File: src/hdl/csp_pkg.sv
// Package for the CSV stream parser: request, result and queue entry types,
// result and error codes, register indexes and reset values.
// No dependencies.
package csp_pkg;

	localparam int unsigned CSP_COUNT_WIDTH  = 24;
	localparam int unsigned CSP_OFFSET_WIDTH = 32;
	localparam int unsigned CSP_QUEUE_DEPTH  = 4;

	localparam logic [7:0]  BYTE_LF = 8'h0A;
	localparam logic [7:0]  BYTE_CR = 8'h0D;

	localparam logic REQ_BYTE = 1'b0;
	localparam logic REQ_END  = 1'b1;

	localparam logic [2:0] KIND_DATA      = 3'd0;
	localparam logic [2:0] KIND_FIELD_END = 3'd1;
	localparam logic [2:0] KIND_ROW_END   = 3'd2;
	localparam logic [2:0] KIND_DONE      = 3'd3;
	localparam logic [2:0] KIND_ERROR     = 3'd4;

	localparam logic [1:0] ERR_FIELDS  = 2'd0;
	localparam logic [1:0] ERR_ROWS    = 2'd1;
	localparam logic [1:0] ERR_UNTERM  = 2'd2;

	localparam logic [1:0] REG_DELIMITER  = 2'd0;
	localparam logic [1:0] REG_QUOTE      = 2'd1;
	localparam logic [1:0] REG_ITEM_LIMIT = 2'd2;

	localparam logic [7:0]  DELIMITER_RESET  = 8'd44;
	localparam logic [7:0]  QUOTE_RESET      = 8'd34;
	localparam logic [23:0] ITEM_LIMIT_RESET = 24'd1048576;

	typedef struct packed {
		logic       req_type;
		logic [7:0] data_byte;
	} csp_req_t;

	typedef struct packed {
		logic [2:0]  result_kind;
		logic [7:0]  out_byte;
		logic [1:0]  error_code;
		logic [31:0] err_pos;
		logic        run_last;
	} csp_res_t;

	// One queue entry: the final result of an input, preceded by a row end
	// when two_results is set.
	typedef struct packed {
		logic        two_results;
		logic [2:0]  result_kind;
		logic [7:0]  out_byte;
		logic [1:0]  error_code;
		logic [31:0] err_pos;
	} csp_cmd_t;

endpackage

File: src/hdl/csp_front.sv
// Front end of the CSV stream parser: configuration registers, quote, row and
// offset state, and classification of each request into a queue entry.
// Depends on csp_pkg.
module csp_front import csp_pkg::*; #(
	parameter int unsigned COUNT_WIDTH  = CSP_COUNT_WIDTH,
	parameter int unsigned OFFSET_WIDTH = CSP_OFFSET_WIDTH
) (
	input  logic        clk,
	input  logic        arst_n,
	input  logic        cfg_wr_en,
	input  logic [1:0]  cfg_index,
	input  logic [23:0] cfg_wdata,
	input  logic        in_valid,
	output logic        in_ready,
	input  csp_req_t    in_req,
	input  logic        queue_full,
	output logic        push,
	output csp_cmd_t    cmd
);

	localparam int unsigned CW = (COUNT_WIDTH > 24) ? COUNT_WIDTH : 24;
	localparam int unsigned PW = (OFFSET_WIDTH > 32) ? OFFSET_WIDTH : 32;

	logic [7:0]              delimiter_q;
	logic [7:0]              quote_q;
	logic [23:0]             limit_q;

	logic                    inside_quotes_q, inside_quotes_d;
	logic                    quote_pending_q, quote_pending_d;
	logic                    cr_pending_q, cr_pending_d;
	logic                    field_has_bytes_q, field_has_bytes_d;
	logic [COUNT_WIDTH-1:0]  fields_q, fields_d;
	logic [COUNT_WIDTH-1:0]  rows_q, rows_d;
	logic [OFFSET_WIDTH-1:0] position_q, position_d;
	logic [OFFSET_WIDTH-1:0] quote_position_q, quote_position_d;
	logic                    halted_q, halted_d;

	logic                    accept;
	logic                    emit;
	logic                    do_outside;
	logic [7:0]              c;
	logic [COUNT_WIDTH-1:0]  fields_inc;
	logic [CW-1:0]           limit_ext;
	logic [PW-1:0]           pos_ext;
	logic [PW-1:0]           quote_pos_ext;

	assign in_ready  = !queue_full;
	assign accept    = in_valid && in_ready;
	assign c         = in_req.data_byte;
	assign limit_ext = CW'(limit_q);
	assign pos_ext   = PW'(position_q);
	assign quote_pos_ext = PW'(quote_position_q);
	assign fields_inc = (fields_q != '1) ? fields_q + COUNT_WIDTH'(1) : fields_q;

	always_comb begin
		inside_quotes_d   = inside_quotes_q;
		quote_pending_d   = quote_pending_q;
		cr_pending_d      = cr_pending_q;
		field_has_bytes_d = field_has_bytes_q;
		fields_d          = fields_q;
		rows_d            = rows_q;
		position_d        = position_q;
		quote_position_d  = quote_position_q;
		halted_d          = halted_q;
		emit              = 1'b0;
		do_outside        = 1'b0;
		cmd               = '0;
		if (in_req.req_type == REQ_END) begin
			if (!halted_q) begin
				emit = 1'b1;
				cmd.two_results = field_has_bytes_q || (fields_q != '0);
				if (inside_quotes_q && !quote_pending_q) begin
					cmd.result_kind  = KIND_ERROR;
					cmd.error_code   = ERR_UNTERM;
					cmd.err_pos      = quote_pos_ext[31:0];
				end else begin
					cmd.result_kind = KIND_DONE;
				end
			end
			inside_quotes_d   = 1'b0;
			quote_pending_d   = 1'b0;
			cr_pending_d      = 1'b0;
			field_has_bytes_d = 1'b0;
			fields_d          = '0;
			rows_d            = '0;
			position_d        = '0;
			quote_position_d  = '0;
			halted_d          = 1'b0;
		end else if (!halted_q) begin
			if (position_q != '1) begin
				position_d = position_q + OFFSET_WIDTH'(1);
			end
			if (quote_pending_q) begin
				quote_pending_d = 1'b0;
				if (c == quote_q) begin
					field_has_bytes_d = 1'b1;
					emit = 1'b1;
					cmd.result_kind = KIND_DATA;
					cmd.out_byte    = c;
				end else begin
					inside_quotes_d = 1'b0;
					do_outside = 1'b1;
				end
			end else if (inside_quotes_q) begin
				if (c == quote_q) begin
					quote_pending_d = 1'b1;
				end else begin
					field_has_bytes_d = 1'b1;
					emit = 1'b1;
					cmd.result_kind = KIND_DATA;
					cmd.out_byte    = c;
				end
			end else if (cr_pending_q) begin
				cr_pending_d = 1'b0;
				do_outside = (c != BYTE_LF);
			end else begin
				do_outside = 1'b1;
			end

			if (do_outside) begin
				priority if (c == quote_q) begin
					inside_quotes_d  = 1'b1;
					quote_position_d = position_q;
				end else if (c == delimiter_q) begin
					fields_d = fields_inc;
					field_has_bytes_d = 1'b0;
					emit = 1'b1;
					if (CW'(fields_inc) >= limit_ext) begin
						cmd.result_kind  = KIND_ERROR;
						cmd.error_code   = ERR_FIELDS;
						cmd.err_pos      = pos_ext[31:0];
						halted_d = 1'b1;
					end else begin
						cmd.result_kind = KIND_FIELD_END;
					end
				end else if (c == BYTE_CR || c == BYTE_LF) begin
					emit = 1'b1;
					if (CW'(rows_q) >= limit_ext) begin
						cmd.result_kind  = KIND_ERROR;
						cmd.error_code   = ERR_ROWS;
						cmd.err_pos      = pos_ext[31:0];
						halted_d = 1'b1;
					end else begin
						if (rows_q != '1) begin
							rows_d = rows_q + COUNT_WIDTH'(1);
						end
						fields_d = '0;
						field_has_bytes_d = 1'b0;
						cmd.result_kind = KIND_ROW_END;
						cr_pending_d = (c == BYTE_CR);
					end
				end else begin
					field_has_bytes_d = 1'b1;
					emit = 1'b1;
					cmd.result_kind = KIND_DATA;
					cmd.out_byte    = c;
				end
			end
		end
	end

	assign push = accept && emit;

	always_ff @(posedge clk or negedge arst_n) begin
		if (!arst_n) begin
			delimiter_q <= DELIMITER_RESET;
			quote_q     <= QUOTE_RESET;
			limit_q     <= ITEM_LIMIT_RESET;
		end else if (cfg_wr_en) begin
			unique case (cfg_index)
				REG_DELIMITER:  delimiter_q <= cfg_wdata[7:0];
				REG_QUOTE:      quote_q     <= cfg_wdata[7:0];
				REG_ITEM_LIMIT: limit_q     <= cfg_wdata;
				default: ;
			endcase
		end
	end

	always_ff @(posedge clk or negedge arst_n) begin
		if (!arst_n) begin
			inside_quotes_q   <= 1'b0;
			quote_pending_q   <= 1'b0;
			cr_pending_q      <= 1'b0;
			field_has_bytes_q <= 1'b0;
			fields_q          <= '0;
			rows_q            <= '0;
			position_q        <= '0;
			quote_position_q  <= '0;
			halted_q          <= 1'b0;
		end else if (accept) begin
			inside_quotes_q   <= inside_quotes_d;
			quote_pending_q   <= quote_pending_d;
			cr_pending_q      <= cr_pending_d;
			field_has_bytes_q <= field_has_bytes_d;
			fields_q          <= fields_d;
			rows_q            <= rows_d;
			position_q        <= position_d;
			quote_position_q  <= quote_position_d;
			halted_q          <= halted_d;
		end
	end

`ifndef SYNTHESIS
	assert property (@(posedge clk) disable iff (!arst_n)
		quote_pending_q |-> inside_quotes_q)
		else $error("Pending quote seen outside a quoted field.");
	assert property (@(posedge clk) disable iff (!arst_n)
		cr_pending_q |-> !inside_quotes_q && !halted_q)
		else $error("Pending carriage return inside quotes or after an error.");
`endif

endmodule

File: src/hdl/csp_fifo.sv
// Short queue of result entries between the parser front end and the
// result sequencer.
// Depends on csp_pkg.
module csp_fifo import csp_pkg::*; #(
	parameter int unsigned DEPTH = CSP_QUEUE_DEPTH
) (
	input  logic     clk,
	input  logic     arst_n,
	input  logic     push,
	input  csp_cmd_t push_cmd,
	input  logic     pop,
	output logic     full,
	output logic     empty,
	output csp_cmd_t head
);

	localparam int unsigned PTR_W = (DEPTH > 1) ? $clog2(DEPTH) : 1;
	localparam int unsigned CNT_W = $clog2(DEPTH + 1);

	csp_cmd_t           entries_q [DEPTH];
	logic [PTR_W-1:0]   wr_ptr_q;
	logic [PTR_W-1:0]   rd_ptr_q;
	logic [CNT_W-1:0]   count_q;

	assign full  = (count_q == CNT_W'(DEPTH));
	assign empty = (count_q == '0);
	assign head  = entries_q[rd_ptr_q];

	always_ff @(posedge clk) begin
		if (push) begin
			entries_q[wr_ptr_q] <= push_cmd;
		end
	end

	always_ff @(posedge clk or negedge arst_n) begin
		if (!arst_n) begin
			wr_ptr_q <= '0;
			rd_ptr_q <= '0;
			count_q  <= '0;
		end else begin
			if (push) begin
				wr_ptr_q <= (wr_ptr_q == PTR_W'(DEPTH - 1)) ? '0 : wr_ptr_q + PTR_W'(1);
			end
			if (pop) begin
				rd_ptr_q <= (rd_ptr_q == PTR_W'(DEPTH - 1)) ? '0 : rd_ptr_q + PTR_W'(1);
			end
			if (push && !pop) begin
				count_q <= count_q + CNT_W'(1);
			end else if (pop && !push) begin
				count_q <= count_q - CNT_W'(1);
			end
		end
	end

`ifndef SYNTHESIS
	assert property (@(posedge clk) disable iff (!arst_n) full |-> !push)
		else $error("Queue written while full.");
	assert property (@(posedge clk) disable iff (!arst_n) empty |-> !pop)
		else $error("Queue read while empty.");
`endif

endmodule

File: src/hdl/csp_back.sv
// Result sequencer of the CSV stream parser: expands each queue entry into
// one or two results and holds them in the output register.
// Depends on csp_pkg.
module csp_back import csp_pkg::*; (
	input  logic     clk,
	input  logic     arst_n,
	input  logic     empty,
	input  csp_cmd_t head,
	output logic     pop,
	output logic     out_valid,
	input  logic     out_ready,
	output csp_res_t out_res
);

	logic     out_valid_q;
	csp_res_t out_res_q;
	logic     first_done_q;
	logic     load;
	logic     split;

	assign load  = !out_valid_q || out_ready;
	assign split = head.two_results && !first_done_q;
	assign pop   = load && !empty && !split;

	assign out_valid = out_valid_q;
	assign out_res   = out_res_q;

	always_ff @(posedge clk or negedge arst_n) begin
		if (!arst_n) begin
			out_valid_q  <= 1'b0;
			out_res_q    <= '0;
			first_done_q <= 1'b0;
		end else if (load) begin
			out_valid_q <= !empty;
			if (!empty) begin
				if (split) begin
					out_res_q              <= '{result_kind: KIND_ROW_END, default: '0};
					first_done_q           <= 1'b1;
				end else begin
					out_res_q.result_kind  <= head.result_kind;
					out_res_q.out_byte     <= head.out_byte;
					out_res_q.error_code   <= head.error_code;
					out_res_q.err_pos      <= head.err_pos;
					out_res_q.run_last     <= 1'b1;
					first_done_q           <= 1'b0;
				end
			end
		end
	end

`ifndef SYNTHESIS
	assert property (@(posedge clk) disable iff (!arst_n)
		first_done_q |-> out_valid_q && out_res_q.result_kind == KIND_ROW_END
			&& !out_res_q.run_last)
		else $error("Split entry without its leading row end on the output.");
`endif

endmodule

File: src/hdl/csv_stream_parser.sv
// Top level of the CSV stream parser: front end, result queue and result
// sequencer. Depends on csp_pkg, csp_front, csp_fifo and csp_back.
//
//   Channel   Direction  Handshake                    Payload
//   in        input      in_valid / in_ready          in_req (csp_req_t)
//   out       output     out_valid / out_ready        out_res (csp_res_t)
//   cfg       input      cfg_wr_en, no back pressure  cfg_index, cfg_wdata
//
// A request is accepted every cycle while the queue has room; the front end
// updates its state in the cycle of acceptance.
// Each result loads into the output register from the queue head while that
// register is empty or being read; an end marker that closes a row gives a
// row end, then its final result; the output port sets one result per cycle.
// While the output is stalled, the output register and the queue take up to
// QUEUE_DEPTH + 1 entries; a full queue then stalls every request.
// Reset clears all parser state and loads the register defaults.
module csv_stream_parser import csp_pkg::*; #(
	parameter int unsigned COUNT_WIDTH  = CSP_COUNT_WIDTH,
	parameter int unsigned OFFSET_WIDTH = CSP_OFFSET_WIDTH,
	parameter int unsigned QUEUE_DEPTH  = CSP_QUEUE_DEPTH
) (
	input  logic        clk,
	input  logic        arst_n,
	input  logic        cfg_wr_en,
	input  logic [1:0]  cfg_index,
	input  logic [23:0] cfg_wdata,
	input  logic        in_valid,
	output logic        in_ready,
	input  csp_req_t    in_req,
	output logic        out_valid,
	input  logic        out_ready,
	output csp_res_t    out_res
);

	logic     push;
	logic     pop;
	logic     queue_full;
	logic     queue_empty;
	csp_cmd_t push_cmd;
	csp_cmd_t head_cmd;

	csp_front #(
		.COUNT_WIDTH (COUNT_WIDTH),
		.OFFSET_WIDTH(OFFSET_WIDTH)
	) u_front (
		.clk       (clk),
		.arst_n    (arst_n),
		.cfg_wr_en (cfg_wr_en),
		.cfg_index (cfg_index),
		.cfg_wdata (cfg_wdata),
		.in_valid  (in_valid),
		.in_ready  (in_ready),
		.in_req    (in_req),
		.queue_full(queue_full),
		.push      (push),
		.cmd       (push_cmd)
	);

	csp_fifo #(
		.DEPTH(QUEUE_DEPTH)
	) u_fifo (
		.clk     (clk),
		.arst_n  (arst_n),
		.push    (push),
		.push_cmd(push_cmd),
		.pop     (pop),
		.full    (queue_full),
		.empty   (queue_empty),
		.head    (head_cmd)
	);

	csp_back u_back (
		.clk      (clk),
		.arst_n   (arst_n),
		.empty    (queue_empty),
		.head     (head_cmd),
		.pop      (pop),
		.out_valid(out_valid),
		.out_ready(out_ready),
		.out_res  (out_res)
	);

endmodule
File: config.mk
export PLATFORM = sky130hd
export DESIGN_NAME = csv_stream_parser
export DESIGN_NICKNAME = d
export VERILOG_FILES = /design/src/hdl/csp_pkg.sv /design/src/hdl/csp_front.sv /design/src/hdl/csp_fifo.sv /design/src/hdl/csp_back.sv /design/src/hdl/csv_stream_parser.sv
export SDC_FILE = /design/constraint.sdc
export NUM_CORES = 1
export LEC_CHECK = 0
export BUFFER_PORTS_ARGS = -buffer_cell sky130_fd_sc_hd__buf_4
export CAP_MARGIN = 10
export CORE_MARGIN = 10
export CORE_UTILIZATION = 66
export DETAILED_ROUTE_END_ITERATION = 16
export PLACE_DENSITY = 0.95
export SYNTH_ARGS = -nofsm -noshare
export SYNTH_HDL_FRONTEND = slang
export SYNTH_SLANG_ARGS = --single-unit
File: constraint.sdc
create_clock -name clk -period 7.7 [get_ports clk]
set_input_delay 0.77 -clock clk [delete_from_list [all_inputs] [get_ports clk]]
set_output_delay 0.77 -clock clk [all_outputs]
set_load 0.01 [all_outputs]
==> results.py <==
metrics = {
    "setup_path": {
        "critPathKind": "flop to flop",
        "path_max_fanout": 34,
        "critPathArrivalTime_ns": 5.11,
        "critPathCaptureType": "flop",
        "critical_path.startpoint_type": "flop",
        "cp.required_ns": 8.08,
    },
    "logic_synthesis": {
        "syn_inst": 1444,
        "ys_ff_latch": 396,
        "synth_edf_count": 184,
        "avgSynthCellArea_um2": 12.7,
        "seq_area_frac_synth_pct": 59.0,
        "synth_nets": 1543,
        "yosysUniqueCellTypes": 64,
        "ys.flop_type": "dfrtp_1",
        "syn_area_um2": 18400,
        "yosysWarnings": 0,
        "synthArstFlopShare_pct": 53.5,
    },
    "pwr": {
        "pwr-share-comb_pct": 26.2,
        "p_leak_nw": 8.22,
        "clockPowerShare_pct": 30.3,
        "p_seq_share_pct": 43.5,
        "powerDensity_nw_per_um2": 319,
        "p_int_mw": 4.48,
        "vdd_ir_drop_max_mv": 0.190,
        "power.total_mw": 6.60,
        "p_sw_share_pct": 32.1,
        "switchingPower_mw": 2.12,
    },
    "timing": {
        "rsz0062_at_grt": "no",
        "finalHoldViolCount": 0,
        "max_freq_mhz": 211,
        "final-max-slew-violation-count": 0,
        "period_share_pct": 61.4,
        "skew_ns": 0.0423,
        "setup-tns-final_ns": 0,
        "period_needed_ns": 4.73,
        "slew_headroom_pct": 19.9,
        "tightest_slew_ns": 1.20,
        "setup_violations": 0,
    },
    "cells_and_area": {
        "drive_gt1_share_pct": 18.6,
        "num_antenna_cells": 0,
        "final_net_count": 1608,
        "area_delta_synth_final_pct": 12.6,
        "final_area_um2": 20700,
        "nFillCells": 1519,
    },
    "place": {
        "dpl.hpwl_um": 29700,
        "portBuffers": 87,
        "placed_cell_area_um2": 19300,
        "place_congestion": 0.895,
    },
    "flow_run": {
        "drv.max_cap_violation_count": 0,
    },
    "cts": {
        "cts-resized-gates": 0,
        "clkTransAtPathRegs_ns": 0.07,
        "clk_path_buf_depth": 3,
        "ctsHoldBuffers": 0,
        "root_buffer": "clkbuf_16",
        "clk_latency_ns": 0.57,
        "cts.sinks": 396,
        "cts_setup_buffers": 0,
        "htreeDepth": 2,
        "numCtsBuffers": 40,
        "cts_tree": "yes",
    },
    "drt": {
        "met1_length_um": 17200,
        "drtIter0Drc": 2005,
        "detail-route-antenna-nets": 0,
        "drc_errors": 0,
        "detail_route.first_pass.iterations": 8,
        "met2WireLength_um": 25000,
        "viasPerCell": 7.05,
        "avgRoutedWirePerCell_um": 25.8,
        "highest_layer": "met4",
        "vias": 13522,
        "route.met3.wl_um": 4700,
        "drt_wl_total_um": 49600,
    },
    "die": {
        "core_area_um2": 27600,
        "chipWidth_um": 187,
        "ios": 88,
        "initial_utilization_pct": 66.5,
        "row_count": 61,
        "dieArea_um2": 34900,
        "die_y_um": 187,
    },
    "global_routing": {
        "grt_pass1_vias": 14127,
        "antenna_found_initial": 0,
        "grt_pass1_wl_um": 78900,
        "grt_max_degree": 120,
        "overflow": 0,
        "grt_usage_pct": 28.2,
    },
    "worst_hold_path": {
        "hp-class": "input pin to async pin",
    },
    "run_status": {
        "outcome": "complete, no violations",
    },
}
area by class of cell:
class	instances	area [µm²]	share of cell area, %
multi-input combinational	925	7090	34.3
clock inverter	27	323	1.56
tap	378	473	2.29
clock buffer	47	1030	4.96
timing repair buffer	103	777	3.75
inverter	43	161	0.780
sequential	396	10800	52.4
synth_stat cells, types with 4 or more instances:
library cell	instances	area share, %
inv_1	43	0.88
and2_1	20	0.68
nand2b_1	6	0.20
nor4_1	22	0.75
and3_1	13	0.44
nor2_1	54	1.1
o31ai_1	15	0.61
buf_2	16	0.44
nand4_1	33	1.1
mux2_2	44	2.7
nor3_1	20	0.54
dfstp_2	6	0.86
and4_1	8	0.38
xnor2_1	40	1.9
mux4_2	46	5.6
clkbuf_1	53	1.1
or3_1	9	0.31
a31oi_1	13	0.44
or4_1	14	0.57
o41ai_1	9	0.43
a21oi_1	53	1.4
edfxtp_1	184	30
or4b_1	8	0.44
a21o_1	9	0.37
a22o_1	46	2.2
nor4b_1	4	0.19
dfrtp_1	206	28
a211oi_1	7	0.29
buf_1	9	0.18
xor2_1	24	1.1
o21ai_0	73	2.0
nand2_1	162	3.3
nand3_1	35	0.95
a32o_1	34	1.9
o21a_1	5	0.20
ha_1	58	3.9
metrics by stage:
step           instances  setup WS [ns]  hold WS (ns)  utilization (%)
6_report            1919           2.97         0.321             74.9
5_1_grt             1919           2.54         0.418             74.9
4_1_cts             1917           3.15         0.391             74.9
3_5_place_dp        1843           3.20         0.472             70.0
3_3_place_gp        1843           3.40         0.462             70.0
2_1_floorplan       1444           3.90         0.447                -
final timing paths:
kind | from | to | slack, ns | cells past startpoint
worst max-delay path | u_front.fields_q[0] | u_fifo.entries_q[3][9] | 2.97 | 14
worst min-delay path | arst_n | u_back.out_res[21] | 0.32 | 1
worst max register to register | u_front.fields_q[0] | u_fifo.entries_q[3][9] | 2.97 | 14
worst min register to register | u_back.out_res[11] | u_back.out_res[11] | 0.48 | 2
max in group asynchronous | arst_n | u_front.fields_q[20] | 5.95 | 2
min in group clk | cfg_wdata[9] | u_front.limit_ext[9] | 0.44 | 2
placed cells by master (no fill, tap or decap), drive strengths merged, types with 14 or more instances in the layout:
| cell | Yosys | layout |
|---|---|---|
| clkinv | 0 | 17 |
| edfxtp | 184 | 184 |
| ha | 58 | 58 |
| a22o | 46 | 46 |
| buf | 27 | 102 |
| dfrtp | 206 | 206 |
| a32o | 34 | 34 |
| a21oi | 53 | 53 |
| nor2 | 54 | 54 |
| clkbuf | 53 | 48 |
| xnor2 | 40 | 40 |
| inv | 43 | 45 |
| and2 | 21 | 21 |
| o31ai | 15 | 15 |
| nand3 | 35 | 35 |
| or4 | 14 | 14 |
| mux2 | 44 | 44 |
| o21ai | 76 | 76 |
| mux4 | 46 | 46 |
| xor2 | 24 | 24 |
| nand4 | 33 | 33 |
| nand2 | 162 | 162 |
| nor3 | 20 | 20 |
| nor4 | 25 | 25 |
critical path: stages (launching register included):
cell	delay [ns]
dfrtp_1	0.46
ha_1	0.28
nand2_1	0.09
nor4_1	0.37
nand3_1	0.45
nand2_1	0.33
nor2_1	0.08
xor2_1	0.16
ha_1	0.28
nand4_1	0.11
a211oi_1	0.25
a211oi_1	0.12
o31ai_1	0.32
a22o_2	0.83
a32o_1	0.39
sequential cells by signal, summed over array words and instances, names as in the netlist:
name,cells
u_back.first_done_q,1
u_back.out_res,46
u_back.out_valid,1
u_fifo.count_q,3
u_fifo.entries_q,184
u_fifo.rd_ptr_q,2
u_fifo.wr_ptr_q,2
u_front.cr_pending_q,1
u_front.delimiter_q,8
u_front.field_has_bytes_q,1
u_front.fields_q,24
u_front.halted_q,1
u_front.inside_quotes_q,1
u_front.limit_ext,24
u_front.pos_ext,32
u_front.quote_pending_q,1
u_front.quote_pos_ext,32
u_front.quote_q,8
u_front.rows_q,24
power groups by stage:
| stage | combinational [mW] | sequential [mW] | clock, mW |
|---|---|---|---|
| global placement | 1.56 | 2.84 | 0 |
| finish | 1.73 | 2.87 | 2.00 |
| detailed placement | 1.66 | 2.88 | 0 |
| floorplan | 1.00 | 2.87 | 0 |
| CTS | 1.71 | 2.86 | 2.01 |
| global route | 1.85 | 2.90 | 2.09 |
per-layer routing:
layer,vias up,track usage [%]
met3,254,5.72
li1,5603,-
met1,6629,33.2
met5,-,0
met2,1036,47.4
met4,0,16.2
logic make-up (layout without fill, tap and decap cells):
| logic type | Yosys count | count (layout) | synth area share [%] |
|---|---|---|---|
| AOI/OAI and AO/OA | 283 | 283 | 10.9 |
| DFF | 396 | 396 | 59.0 |
| muxes | 92 | 92 | 8.44 |
| xor gates and xnor gates | 64 | 64 | 3.05 |
| adders and majority gates | 59 | 59 | 4.06 |
| buffers and inverters | 123 | 220 | 2.68 |
| and+or+nand+nor | 427 | 427 | 11.9 |
Power figures use the tool's default switching activity.
